[src/hdl/tqpfp_pkg.sv]
// ----------------------------------------------------------------------------
// tqpfp_pkg
// Shared types, sizes and codes for the ordered task queue.
// ----------------------------------------------------------------------------
package tqpfp_pkg;

    localparam int DEPTH     = 16;
    localparam int ID_BITS   = 16;
    localparam int ID_PORT_W = 16;
    localparam int IDX_W     = $clog2(DEPTH);
    localparam int CNT_W     = $clog2(DEPTH + 1);

    // request opcodes
    localparam logic [1:0] OP_PUSH_BACK  = 2'd0;
    localparam logic [1:0] OP_PUSH_FRONT = 2'd1;
    localparam logic [1:0] OP_POP_PEND   = 2'd2;
    localparam logic [1:0] OP_SET_STATE  = 2'd3;

    // entry status values
    localparam logic [1:0] TS_PENDING = 2'd0;

    // result status codes
    localparam logic [2:0] ST_OK        = 3'd0;
    localparam logic [2:0] ST_EMPTY     = 3'd1;
    localparam logic [2:0] ST_NO_PEND   = 3'd2;
    localparam logic [2:0] ST_FULL      = 3'd3;
    localparam logic [2:0] ST_NOT_FOUND = 3'd4;

    typedef struct packed {
        logic [1:0]           op;
        logic [ID_PORT_W-1:0] task_id;
        logic [1:0]           task_state;
    } t_request;

    typedef struct packed {
        logic [2:0]           status;
        logic [ID_PORT_W-1:0] out_id;
        logic [1:0]           out_state;
        logic                 now_empty;
    } t_result;

    // controller -> datapath
    typedef struct packed {
        logic load;   // capture incoming request
        logic scan;   // register match / first-pending search
        logic exec;   // update queue and write result register
    } t_cmd;

    function automatic logic [ID_BITS-1:0] id_from_port(input logic [ID_PORT_W-1:0] x);
        logic [ID_BITS-1:0] r;
        r = '0;
        for (int b = 0; b < ID_BITS; b++) begin
            if (b < ID_PORT_W) begin
                r[b] = x[b];
            end
        end
        return r;
    endfunction

    function automatic logic [ID_PORT_W-1:0] id_to_port(input logic [ID_BITS-1:0] x);
        logic [ID_PORT_W-1:0] r;
        r = '0;
        for (int b = 0; b < ID_PORT_W; b++) begin
            if (b < ID_BITS) begin
                r[b] = x[b];
            end
        end
        return r;
    endfunction

endpackage

[src/hdl/tqpfp_ctrl.sv]
// ----------------------------------------------------------------------------
// tqpfp_ctrl
// Request sequencer: accept, scan, execute; owns the result valid flag.
// ----------------------------------------------------------------------------
module tqpfp_ctrl (
    input  logic            i_clk,
    input  logic            i_rst_n,
    input  logic            i_valid,
    output logic            o_stall,
    output logic            o_valid,
    input  logic            i_stall,
    output tqpfp_pkg::t_cmd o_cmd
);
    import tqpfp_pkg::*;

    typedef enum logic [1:0] {
        S_IDLE,
        S_SCAN,
        S_EXEC
    } t_state;

    t_state r_state;
    logic   r_out_valid;
    logic   out_free;
    logic   ready;
    logic   accept;
    logic   exec;

    assign out_free = !r_out_valid || !i_stall;
    // take a new request when idle, or in the same cycle the current one retires
    assign ready    = (r_state == S_IDLE) || ((r_state == S_EXEC) && out_free);
    assign accept   = i_valid && ready;
    assign exec     = (r_state == S_EXEC) && out_free;

    assign o_stall    = !ready;
    assign o_valid    = r_out_valid;
    assign o_cmd.load = accept;
    assign o_cmd.scan = (r_state == S_SCAN);
    assign o_cmd.exec = exec;

    always_ff @(posedge i_clk) begin
        if (!i_rst_n) begin
            r_state     <= S_IDLE;
            r_out_valid <= 1'b0;
        end else begin
            if (exec) begin
                r_out_valid <= 1'b1;
            end else if (!i_stall) begin
                r_out_valid <= 1'b0;
            end
            case (r_state)
                S_IDLE: begin
                    if (accept) begin
                        r_state <= S_SCAN;
                    end
                end
                S_SCAN: begin
                    r_state <= S_EXEC;
                end
                S_EXEC: begin
                    if (exec) begin
                        r_state <= accept ? S_SCAN : S_IDLE;
                    end
                end
                default: begin
                    r_state <= S_IDLE;
                end
            endcase
        end
    end

endmodule

[src/hdl/tqpfp_dp.sv]
// ----------------------------------------------------------------------------
// tqpfp_dp
// Entry cells, parallel match with priority encode, shift/compact update.
// ----------------------------------------------------------------------------
module tqpfp_dp (
    input  logic                i_clk,
    input  logic                i_rst_n,
    input  tqpfp_pkg::t_cmd     i_cmd,
    input  tqpfp_pkg::t_request i_req,
    output tqpfp_pkg::t_result  o_res
);
    import tqpfp_pkg::*;

    logic [ID_BITS-1:0] r_id [DEPTH];
    logic [1:0]         r_st [DEPTH];
    logic [CNT_W-1:0]   r_count;

    logic [ID_BITS-1:0] n_id [DEPTH];
    logic [1:0]         n_st [DEPTH];
    logic [CNT_W-1:0]   n_count;

    t_request           r_req;
    logic [ID_BITS-1:0] req_id;
    logic               r_hit;
    logic [IDX_W-1:0]   r_idx;
    logic               n_hit;
    logic [IDX_W-1:0]   n_idx;
    logic [DEPTH-1:0]   flag;
    t_result            r_res;
    t_result            n_res;
    logic               full;

    assign req_id = id_from_port(r_req.task_id);
    assign full   = (r_count == CNT_W'(DEPTH));

    // per-cell flags: pending status for pop, id match otherwise
    always_comb begin
        for (int i = 0; i < DEPTH; i++) begin
            if (r_req.op == OP_POP_PEND) begin
                flag[i] = (CNT_W'(i) < r_count) && (r_st[i] == TS_PENDING);
            end else begin
                flag[i] = (CNT_W'(i) < r_count) && (r_id[i] == req_id);
            end
        end
    end

    // priority encode, lowest index wins
    always_comb begin
        n_hit = 1'b0;
        n_idx = '0;
        for (int i = DEPTH - 1; i >= 0; i--) begin
            if (flag[i]) begin
                n_hit = 1'b1;
                n_idx = IDX_W'(i);
            end
        end
    end

    always_comb begin
        n_id    = r_id;
        n_st    = r_st;
        n_count = r_count;
        n_res   = '0;
        case (r_req.op)
            OP_PUSH_BACK: begin
                if (full) begin
                    n_res.status = ST_FULL;
                end else begin
                    n_id[r_count[IDX_W-1:0]] = req_id;
                    n_st[r_count[IDX_W-1:0]] = r_req.task_state;
                    n_count = r_count + CNT_W'(1);
                end
            end
            OP_PUSH_FRONT: begin
                if (full) begin
                    n_res.status = ST_FULL;
                end else begin
                    for (int i = 1; i < DEPTH; i++) begin
                        n_id[i] = r_id[i-1];
                        n_st[i] = r_st[i-1];
                    end
                    n_id[0] = req_id;
                    n_st[0] = r_req.task_state;
                    n_count = r_count + CNT_W'(1);
                end
            end
            OP_POP_PEND: begin
                if (r_count == '0) begin
                    n_res.status = ST_EMPTY;
                end else if (!r_hit) begin
                    n_res.status = ST_NO_PEND;
                end else begin
                    n_res.out_id    = id_to_port(r_id[r_idx]);
                    n_res.out_state = r_st[r_idx];
                    // close the gap: cells at and above the hit pull from above
                    for (int i = 0; i < DEPTH - 1; i++) begin
                        if (IDX_W'(i) >= r_idx) begin
                            n_id[i] = r_id[i+1];
                            n_st[i] = r_st[i+1];
                        end
                    end
                    n_count = r_count - CNT_W'(1);
                end
            end
            OP_SET_STATE: begin
                if (r_hit) begin
                    n_st[r_idx] = r_req.task_state;
                end else begin
                    n_res.status = ST_NOT_FOUND;
                end
            end
            default: begin
                n_res.status = ST_NOT_FOUND;
            end
        endcase
        n_res.now_empty = (n_count == '0);
    end

    always_ff @(posedge i_clk) begin
        if (i_cmd.load) begin
            r_req <= i_req;
        end
        if (i_cmd.scan) begin
            r_hit <= n_hit;
            r_idx <= n_idx;
        end
        if (i_cmd.exec) begin
            r_id  <= n_id;
            r_st  <= n_st;
            r_res <= n_res;
        end
    end

    always_ff @(posedge i_clk) begin
        if (!i_rst_n) begin
            r_count <= '0;
        end else if (i_cmd.exec) begin
            r_count <= n_count;
        end
    end

    assign o_res = r_res;

endmodule

[src/hdl/task_queue_pop_first_pending.sv]
// ----------------------------------------------------------------------------
// task_queue_pop_first_pending
// Each request passes accept, scan and exec; the result register and its
// valid are loaded at exec. The registered match and priority-encode stage
//   sits ahead of the queue update, so each request takes a scan and an exec step.
// Reset (sync, active low) empties the queue and clears the result valid.
// ----------------------------------------------------------------------------
module task_queue_pop_first_pending (
    input  logic                i_clk,
    input  logic                i_rst_n,
    // request channel
    input  logic                i_valid,
    output logic                o_stall,
    input  tqpfp_pkg::t_request i_req,
    // result channel
    output logic                o_valid,
    input  logic                i_stall,
    output tqpfp_pkg::t_result  o_res
);
    import tqpfp_pkg::*;

    // Flow per request:
    //   accept : request captured into the datapath
    //   scan   : every cell compares in parallel (pending status for a pop,
    //            id for a set); the first hit is encoded and registered
    //   exec   : push writes/shifts, pop reads the hit cell and compacts,
    //            set rewrites the hit cell's status; result register loaded
    // A new request is taken in the exec cycle, so requests run back to back
    // while the result register is free to drain.
    // A waiting result only holds exec; a request taken while idle is still
    // scanned and then waits in exec until that result is taken.

    t_cmd cmd;

    tqpfp_ctrl u_ctrl (
        .i_clk   (i_clk),
        .i_rst_n (i_rst_n),
        .i_valid (i_valid),
        .o_stall (o_stall),
        .o_valid (o_valid),
        .i_stall (i_stall),
        .o_cmd   (cmd)
    );

    tqpfp_dp u_dp (
        .i_clk   (i_clk),
        .i_rst_n (i_rst_n),
        .i_cmd   (cmd),
        .i_req   (i_req),
        .o_res   (o_res)
    );

endmodule

[config.mk]
export PLATFORM = sky130hd
export DESIGN_NAME = task_queue_pop_first_pending
export DESIGN_NICKNAME = d
export VERILOG_FILES = /design/src/hdl/tqpfp_pkg.sv /design/src/hdl/tqpfp_ctrl.sv /design/src/hdl/tqpfp_dp.sv /design/src/hdl/task_queue_pop_first_pending.sv
export SDC_FILE = /design/constraint.sdc
export NUM_CORES = 1
export LEC_CHECK = 0
export BUFFER_PORTS_ARGS = -buffer_cell sky130_fd_sc_hd__buf_4
export CELL_PAD_IN_SITES_DETAIL_PLACEMENT = 2
export CELL_PAD_IN_SITES_GLOBAL_PLACEMENT = 2
export CORE_MARGIN = 1.5
export CORE_UTILIZATION = 44
export DETAILED_ROUTE_END_ITERATION = 10
export PLACE_DENSITY = 0.92
export SYNTH_ARGS = -nofsm -noshare
export SYNTH_HDL_FRONTEND = slang
export SYNTH_SLANG_ARGS = --single-unit
[constraint.sdc]
create_clock -name i_clk -period 3.8 [get_ports i_clk]
set_input_delay 0.76 -clock i_clk [delete_from_list [all_inputs] [get_ports i_clk]]
set_output_delay 0.76 -clock i_clk [all_outputs]
set_load 0.05 [all_outputs]
==> impl_summary.log, run 1 <==
[metrics] final sum of negative setup slack: 0 ns
[metrics] Initial DRC Count: around 4300
[metrics] average wire per standard cell: around 46 um
[metrics] wire length of the first global-routing pass: ~170 mm
[metrics] per-instance average area after synthesis: about 12 sq um
[metrics] type of the most critical hold path: in2reg
[metrics] Synth-to-Final Area Change: 9.96%
[metrics] outcome: complete, but fails checks
[metrics] largest driver fanout on the critical path: 21
[metrics] root buffer selected by CTS: clkbuf_16
[metrics] worst vdd rail ir drop: ~330 uV
[metrics] share of final-layout standard cells stronger than drive strength 1: 0.183
[metrics] crit path time final: roughly 3.7 ns
[metrics] max-cap violations: 0
[metrics] count of pins on the block boundary: 48
[metrics] maximum clock frequency: around 0.27 GHz
[metrics] chip height: ~230 um
[metrics] leak pwr: between 7 and 8 nW
[metrics] Clock Skews: 0.0332 ns
[metrics] hold_buf cts: 0
[metrics] detailed-route via count: approximately 22000
[metrics] initial antenna violation count: 11
[metrics] failing checks: DRC
[metrics] count of final hold-check violations: 0
[metrics] maximum count of clock buffers along a single path: 3
[metrics] power density relative to cell area: 416 nW/um^2
[metrics] CTS clock-pin slew for the worst setup and hold paths: around 0.070 ns
[metrics] ys flop type: edfxtp_1
[metrics] Worst Setup Slack post-DPL: 0.456 ns
[metrics] Seq cells post-synth: 343
[metrics] share of the clock period used by the worst path: 0.978
[metrics] GRT Util Overall: 0.451
[metrics] placeable core region: between 50000 and 60000 sq um
[metrics] Die ar.: roughly 52000 sq um
[metrics] Crit Path Class: reg2reg
[metrics] Top delay family on crit path: simple AND/OR/NAND/NOR gates
[metrics] Final Setup Violations: 0
[metrics] worst-case headroom to the max-slew limit: 0.147
[metrics] routability-driven placement congestion ratio: around 0.98
[metrics] fraction of synthesis flops using an asynchronous set or reset pin: 0
[metrics] row cnt: just over 80
[metrics] # resized after CTS: 0
[metrics] setup repair after global routing missed its margin: false
[metrics] Unique masters post-synth: between 70 and 80
[metrics] layout net count: 1932
[metrics] total of warnings raised by yosys: 0
[metrics] total wirelength of the detailed-routed design: 120 mm
[metrics] detailed placement HPWL: 74.6 mm
[metrics] critical path launch point type: flop
[metrics] area share of the largest cell type after synthesis: 0.448
[metrics] Mapped Nets: approximately 2000
[metrics] Skew-Pair Late Insertion Delay: 0.62 ns
[metrics] CTS H-tree depth: 2
[metrics] starting density of the core: 0.447
[metrics] Sink Count: 343
[metrics] total congestion overflow: 0
[metrics] largest net degree at the start of global routing: around 120
[metrics] overall die width: between 200 and 250 um
[metrics] number of global-route vias before repair: about 22000
[metrics] standard cell with the maximum stage delay on the critical path: dfxtp_1
[metrics] ordered list of cells on the worst path: inv_1 > ha_1 > or3b_1 > o21ai_2 > or2_2 > o22ai_1 > o21ai_1 > a22oi_1 > nor4_1
[metrics] Vias/cell: roughly 8.4
[metrics] number of nets still failing antenna checks after routing: 0
[metrics] critical path endpoint category: flop
[metrics] stage delay of the slowest cell on the critical path: 0.55 ns
[metrics] slew at the pin closest to its max-slew limit: 1.28 ns
[metrics] Worst EP arrival: around 4.1 ns
[metrics] number of remaining DRC errors: 5
[metrics] number of standard cells after synthesis: around 2000
[metrics] minimum setup slack in the final design: around 0.08 ns
[metrics] first drt pass iteration count: 11
[metrics] EDFF count, synth: roughly 340
[metrics] sequential share of the synthesized area: 0.455
[metrics] Critical Path RT: around 4.2 ns
[metrics] cells taking the most area after synthesis: edfxtp_1, mux4_2, a22oi_1
[metrics] max-slew violation count: 0
[metrics] total CTS buffers: 41
[metrics] number of buffer and inverter instances along the worst setup path: 1
[metrics] cell type contributing the most total cell area after synthesis: edfxtp_1
[metrics] buffer count from post-CTS setup fixing: 0
[metrics] Synth Cell Area: between 20000 and 25000 sq um
[metrics] CTS tree: done
[metrics] number of port buffers: 47
sequential cells by signal, indices dropped and copies added, names as in the netlist:
register	flops
u_dp.r_id	256
u_ctrl.o_valid	1
u_dp.r_req	4
u_dp.r_idx	4
u_dp.o_res	22
u_dp.r_count	5
u_dp.r_st	32
u_ctrl.r_state	2
u_dp.req_id	16
u_dp.r_hit	1
cells in the mapped netlist, types with 3 or more instances:
| library cell | n |
|---|---|
| a31oi_1 | 6 |
| mux2_2 | 29 |
| a21o_1 | 5 |
| a222oi_1 | 29 |
| edfxtp_1 | 335 |
| a21oi_1 | 18 |
| buf_1 | 6 |
| a211oi_1 | 23 |
| nand2_1 | 103 |
| a22oi_1 | 242 |
| o221ai_1 | 3 |
| nor3_1 | 23 |
| nand4_1 | 28 |
| nand4b_1 | 3 |
| nand3_1 | 16 |
| mux2i_1 | 4 |
| and3_1 | 5 |
| nor3b_1 | 3 |
| a221oi_1 | 12 |
| clkbuf_1 | 163 |
| nor4_1 | 36 |
| xor2_1 | 147 |
| xnor2_1 | 110 |
| inv_1 | 10 |
| buf_4 | 7 |
| nand2b_1 | 4 |
| o21ai_0 | 27 |
| dfxtp_1 | 8 |
| and2_1 | 6 |
| or3_1 | 4 |
| buf_6 | 31 |
| nor2b_1 | 22 |
| nor2_1 | 36 |
| or2_2 | 5 |
| mux4_2 | 90 |
| ha_1 | 8 |
| o22ai_1 | 274 |
| buf_2 | 23 |
metrics by stage:
stage | power, W | area (sq um) | hold slack [ns] | util | cells
3_3_place_gp | 0.00578 | 23400 | 0.499 | 0.465 | 2529
3_5_place_dp | 0.00592 | 23400 | 0.532 | 0.465 | 2529
6_report | 0.0103 | 24700 | 0.320 | 0.491 | 2608
4_1_cts | 0.0101 | 24700 | 0.327 | 0.491 | 2601
2_1_floorplan | 0.00536 | 22500 | 0.497 | - | 1951
5_1_grt | 0.0103 | 24700 | 0.325 | 0.491 | 2604
cells by family (layout without fill, tap and decap cells):
group,count (synthesis),in the layout,share of synthesized area
buffers and inverters,244,222,0.0548
AOI/OAI and AO/OA,670,670,0.209
adders and majority gates,8,8,0.00446
and+or+nand+nor,305,305,0.0694
muxes,123,123,0.107
DFF,343,343,0.455
xor gates and xnor gates,258,258,0.101
other,0,7,0
final cells by class:
cell class / count / area, sq um
fill: 4867 / 25600
clock inverter: 17 / 159
inverter: 12 / 52.6
sequential: 343 / 10200
clock buffer: 55 / 1170
antenna: 7 / 17.5
multi-input combinational: 1364 / 11100
tap: 672 / 841
timing repair buffer: 138 / 1120
routing by layer:
| metal | share of wire | track usage |
|---|---|---|
| met1 | 0.33 | 0.528 |
| met2 | 0.44 | 0.694 |
| met3 | 0.13 | 0.146 |
| met4 | 0.098 | 0.326 |
| met5 | 0.0010 | 0.0267 |
placed cells by master (no fill, tap or decap), drive strengths merged, types with 6 or more instances in the layout:
| cell | Yosys | routed |
|---|---|---|
| nor2 | 36 | 36 |
| mux4 | 90 | 90 |
| inv | 11 | 12 |
| dfxtp | 8 | 8 |
| xor2 | 148 | 148 |
| nor3 | 23 | 23 |
| a222oi | 29 | 29 |
| and2 | 6 | 6 |
| nor4 | 36 | 36 |
| nand4 | 28 | 28 |
| clkbuf | 163 | 55 |
| a221oi | 12 | 12 |
| nand2 | 103 | 103 |
| o21ai | 30 | 30 |
| clkinv | 1 | 14 |
| a31oi | 6 | 6 |
| ha | 8 | 8 |
| buf | 69 | 138 |
| xnor2 | 110 | 110 |
| mux2 | 29 | 29 |
| a21oi | 19 | 19 |
| edfxtp | 335 | 335 |
| a211oi | 23 | 23 |
| nand3 | 17 | 17 |
| diode | 0 | 7 |
| a22oi | 242 | 242 |
| nor2b | 22 | 22 |
| o22ai | 275 | 275 |
worst paths after layout:
| path | slack, ns | depth (start not counted) | from | end |
|---|---|---|---|---|
| worst min register to register | 0.58 | 2 | u_ctrl.o_valid | u_ctrl.o_valid |
| worst max-delay path | 0.08 | 9 | u_dp.r_count[1] | u_dp.o_res[0] |
| worst min-delay path | 0.32 | 1 | i_req[17] | u_dp.req_id[15] |
| worst max register to register | 0.08 | 9 | u_dp.r_count[1] | u_dp.o_res[0] |
report_power, final:
part           switching (W)  internal (W)
combinational        0.00115      0.000508
sequential          0.000149       0.00424
clock                0.00187       0.00236
total                0.00316       0.00711
No activity file was read; power rests on OpenSTA's default activity.
==> run 2, diff against run 1 <==
--- a/config.mk
+++ b/config.mk
@@ -5,11 +5,12 @@
 export SDC_FILE = /design/constraint.sdc
 export NUM_CORES = 1
 export LEC_CHECK = 0
+export ABC_AREA = 1
 export BUFFER_PORTS_ARGS = -buffer_cell sky130_fd_sc_hd__buf_4
 export CELL_PAD_IN_SITES_DETAIL_PLACEMENT = 2
 export CELL_PAD_IN_SITES_GLOBAL_PLACEMENT = 2
 export CORE_MARGIN = 1.5
-export CORE_UTILIZATION = 44
+export CORE_UTILIZATION = 39
 export DETAILED_ROUTE_END_ITERATION = 10
 export PLACE_DENSITY = 0.92
 export SYNTH_ARGS = -nofsm -noshare
==> impl_summary.log, run 2 <==
[metrics] Worst EP arrival: 4.11 ns (was 4.10 ns)
[metrics] number of buffer and inverter instances along the worst setup path: 3 (was 1)
[metrics] sequential share of the synthesized area: 0.442 (was 0.455)
[metrics] Critical Path RT: 4.13 ns (was 4.18 ns)
[metrics] EDFF count, synth: 335 (unchanged)
[metrics] Initial DRC Count: 4435 (was 4347)
[metrics] share of the clock period used by the worst path: 0.994 (was 0.978)
[metrics] number of cell instances on the worst register-to-register path: 6 (was 9)
[metrics] total of warnings raised by yosys: 0 (unchanged)
[metrics] layout net count: 2925 (was 1932)
[metrics] Mapped Nets: 2967 (was 1983)
[metrics] row cnt: 89 (was 82)
[metrics] outcome: completed (was complete, but fails checks)
[metrics] fraction of synthesis flops using an asynchronous set or reset pin: 0 (unchanged)
[metrics] Top delay family on crit path: buffers and inverters (was simple AND/OR/NAND/NOR gates)
[metrics] total congestion overflow: 0 (unchanged)
[metrics] utilization after layout: 0.436 (was 0.491)
[metrics] hold_buf cts: 0 (unchanged)
[metrics] maximum count of clock buffers along a single path: 3 (unchanged)
[metrics] first drt pass iteration count: 6 (was 11)
[metrics] number of global-route vias before repair: 28104 (was 22188)
[metrics] count of pins on the block boundary: 48 (unchanged)
[metrics] top post-synthesis cells by count: nand2_1, o21ai_0, o22ai_1 (was edfxtp_1, o22ai_1, a22oi_1)
[metrics] worst hold slack after final layout: 0.318 ns (was 0.320 ns)
[metrics] count of final hold-check violations: 0 (unchanged)
[metrics] flip-flop count of the largest register after layout: 256 (unchanged)
[metrics] CTS clock-pin slew for the worst setup and hold paths: 0.06 ns (was 0.07 ns)
[metrics] max-slew violation count: 0 (unchanged)
[metrics] Synth-to-Final Area Change: 10.9% (was 9.96%)
[metrics] maximum clock frequency: 0.265 GHz (was 0.269 GHz)
[metrics] Clock Skews: 0.0357 ns (was 0.0332 ns)
[metrics] critical path launch point type: flop (unchanged)
[metrics] most used standard cell by instance count after synthesis: nand2_1 (was edfxtp_1)
[metrics] Vias/cell: 7.27 (was 8.44)
[metrics] Most flops, register: u_dp.r_id (unchanged)
[metrics] worst reg2reg setup slack: 0.02 ns (was 0.08 ns)
[metrics] total CTS buffers: 44 (was 41)
[metrics] Seq cells post-synth: 343 (unchanged)
[metrics] Synth Cell Area: 23100 sq um (was 22500 sq um)
[metrics] Hold Path Cell Cnt: 1 (unchanged)
[metrics] critical path endpoint category: flop (unchanged)
[metrics] CTS H-tree depth: 2 (unchanged)
[metrics] cell type contributing the most total cell area after synthesis: edfxtp_1 (unchanged)
[metrics] power density relative to cell area: 398 nW/um^2 (was 416 nW/um^2)
[metrics] worst vdd rail ir drop: 352 uV (was 328 uV)
[metrics] detailed-route via count: 26893 (was 22009)
[metrics] Top cell by count, worst path: buf_4
[metrics] Unique masters post-synth: 43 (was 75)
[metrics] post-placement cell count: 3620 (was 2529)
[metrics] number of remaining DRC errors: 0 (was 5)
[metrics] largest driver fanout on the critical path: 94 (was 21)
[metrics] stage delay of the slowest cell on the critical path: 0.94 ns (was 0.55 ns)
[metrics] total wirelength of the detailed-routed design: 136 mm (was 120 mm)
[metrics] placeable core region: 58800 sq um (was 50300 sq um)
[metrics] overall die width: 246 um (was 229 um)
[metrics] top library cells by usage in the layout, fill and taps aside: nand2_1, o21ai_0, o22ai_1, edfxtp_1, inv_1 (was edfxtp_1, o22ai_1, a22oi_1, xor2_1, buf_4)
[metrics] detailed placement HPWL: 85.9 mm (was 74.6 mm)
[metrics] commonest non-fill, non-tap cell in the layout: nand2_1 (was edfxtp_1)
[metrics] per-instance average area after synthesis: 7.88 sq um (was 11.5 sq um)
[metrics] root buffer selected by CTS: clkbuf_16 (unchanged)
[metrics] Final Setup Violations: 0 (unchanged)
[metrics] chip height: 246 um (was 229 um)
[metrics] endpoint of the most critical register-to-register path: u_dp.r_id[101] (was u_dp.o_res[0])
[metrics] cells taking the most area after synthesis: edfxtp_1, o22ai_1, o21ai_0 (was edfxtp_1, mux4_2, a22oi_1)
[metrics] leak pwr: 9.69 nW (was 7.78 nW)
[metrics] worst-case headroom to the max-slew limit: 0.154 (was 0.147)
[metrics] Skew-Pair Late Insertion Delay: 0.62 ns (about the same)
[metrics] routability-driven placement congestion ratio: 0.970 (was 0.976)
[metrics] area share of the largest cell type after synthesis: 0.435 (was 0.448)
[metrics] starting density of the core: 0.393 (was 0.447)
[metrics] share of final-layout standard cells stronger than drive strength 1: 0.0866 (was 0.183)
[metrics] wire length of the first global-routing pass: 198 mm (was 172 mm)
[metrics] layout filler cell count: 6530 (was 4867)
[metrics] ordered list of cells on the worst path: inv_1 > ha_4 > buf_4 > buf_4 > nand2_1 > o21ai_0 (was inv_1 > ha_1 > or3b_1 > o21ai_2 > or2_2 > o22ai_1 > o21ai_1 > a22oi_1 > nor4_1)
[metrics] number of cells in the finished layout apart from fillers: 3697 (was 2608)
[metrics] ys flop type: edfxtp_1 (unchanged)
[metrics] Hold EP: u_dp.req_id[1] (was u_dp.req_id[15])
[metrics] Sink Count: 343 (unchanged)
[metrics] Crit Path Class: reg2reg (unchanged)
[metrics] number of standard cells after synthesis: 2935 (was 1951)
[metrics] crit path time final: 3.78 ns (was 3.72 ns)
[metrics] setup repair after global routing missed its margin: false (unchanged)
[metrics] number of nets still failing antenna checks after routing: 0 (unchanged)
[metrics] reg2reg start: u_dp.r_req[18] (was u_dp.r_count[1])
[metrics] number of port buffers: 47 (unchanged)
[metrics] max-cap violations: 0 (unchanged)
[metrics] hold wc startpoint: i_req[3] (was i_req[17])
[metrics] initial antenna violation count: 7 (was 11)
[metrics] slew at the pin closest to its max-slew limit: 1.24 ns (was 1.28 ns)
[metrics] average wire per standard cell: 36.9 um (was 46.0 um)
[metrics] GRT Util Overall: 0.444 (was 0.451)
[metrics] Die ar.: 60800 sq um (was 52400 sq um)
[metrics] largest net degree at the start of global routing: 133 (was 117)
[metrics] final sum of negative setup slack: 0 ns (unchanged)
[metrics] CTS tree: done (unchanged)
[metrics] standard cell with the maximum stage delay on the critical path: buf_4 (was dfxtp_1)
[metrics] type of the most critical hold path: in2reg (unchanged)
==> run 2: changes by cell type in the layout (fill, tap and decap cells not counted), moves of 53 or more <==
cell     delta
a22oi_1   -234
inv_1     +310
mux4_2     -90
nand2_1   +486
nor2_1     +98
o21ai_0   +424
o22ai_1    +97
xnor2_1    -74
xor2_1     -53
==> run 2: worst reg2reg max path, stage by stage (launching register included) <==
cell and delay (ns):
edfxtp_1 0.40, inv_1 0.13, ha_4 0.32, buf_4 0.73, buf_4 1.01, nand2_1 0.55
o21ai_0 0.37
==> run 2: repair_timing <==
action	CTS	global route
setup buffers	0	0
gates resized for setup	0	2
setup endpoints to repair	0	2
==> run 2: through the flow <==
step	power [W]	setup slack, ns	instance area [sq um]
finish	0.0102	0.0245	25700
CTS	0.0100	0.386	25600
global route	0.0103	0.118	25600
detailed placement	0.00600	0.507	24400
floorplan	0.00533	0.0181	23100
global placement	0.00589	0.723	24400
==> run 2: power by group <==
part           total [W]  internal (W)  switching (W)
clock network    0.00407       0.00215        0.00192
registers        0.00432       0.00424      0.0000788
logic            0.00182      0.000419        0.00140
==> run 2: worst max-delay path by stage <==
stage | startpoint | endpoint | depth (start not counted)
2_1_floorplan | i_stall | u_dp.r_id[160] | 6
6_report | u_dp.r_req[18] | u_dp.r_id[101] | 6
3_3_place_gp | u_dp.r_count[1] | u_dp.r_st[26] | 14
5_1_grt | u_dp.r_req[18] | u_dp.r_id[101] | 6
4_1_cts | u_dp.req_id[5] | u_dp.r_idx[0] | 22
3_5_place_dp | u_dp.req_id[5] | u_dp.r_idx[1] | 10
==> run 2: kinds of logic (layout without fill, tap and decap cells) <==
group | Yosys count | in the layout | share of synthesized area
AO/OA/AOI/OAI | 1005 | 1005 | 0.252
AND/OR/NAND/NOR | 867 | 867 | 0.151
buffers and inverters | 582 | 568 | 0.101
flip-flops | 343 | 343 | 0.442
XOR/XNOR | 130 | 130 | 0.0492
adder cells (fa/ha/maj) | 8 | 8 | 0.00433
other | 0 | 3 | 0
==> run 2: cell type report <==
type                       count  area (sq um)  area share
multi-input combinational   2010         10700       0.418
sequential                   343         10200       0.398
inverter                     347          1320      0.0515
timing repair buffer         147          1170      0.0455
clock buffer                  55          1160      0.0454
tap                          773           967      0.0377
clock inverter                19          81.3     0.00317
antenna                        3          7.51    0.000293
==> run 2: per-layer routing <==
layer  share of wire  global-route usage  up-vias
li1                -                   -    10308
met1            0.36               0.549    13278
met2            0.43               0.661     2539
met3            0.13               0.134      764
met4           0.083               0.311        4
met5         0.00017                   0        -
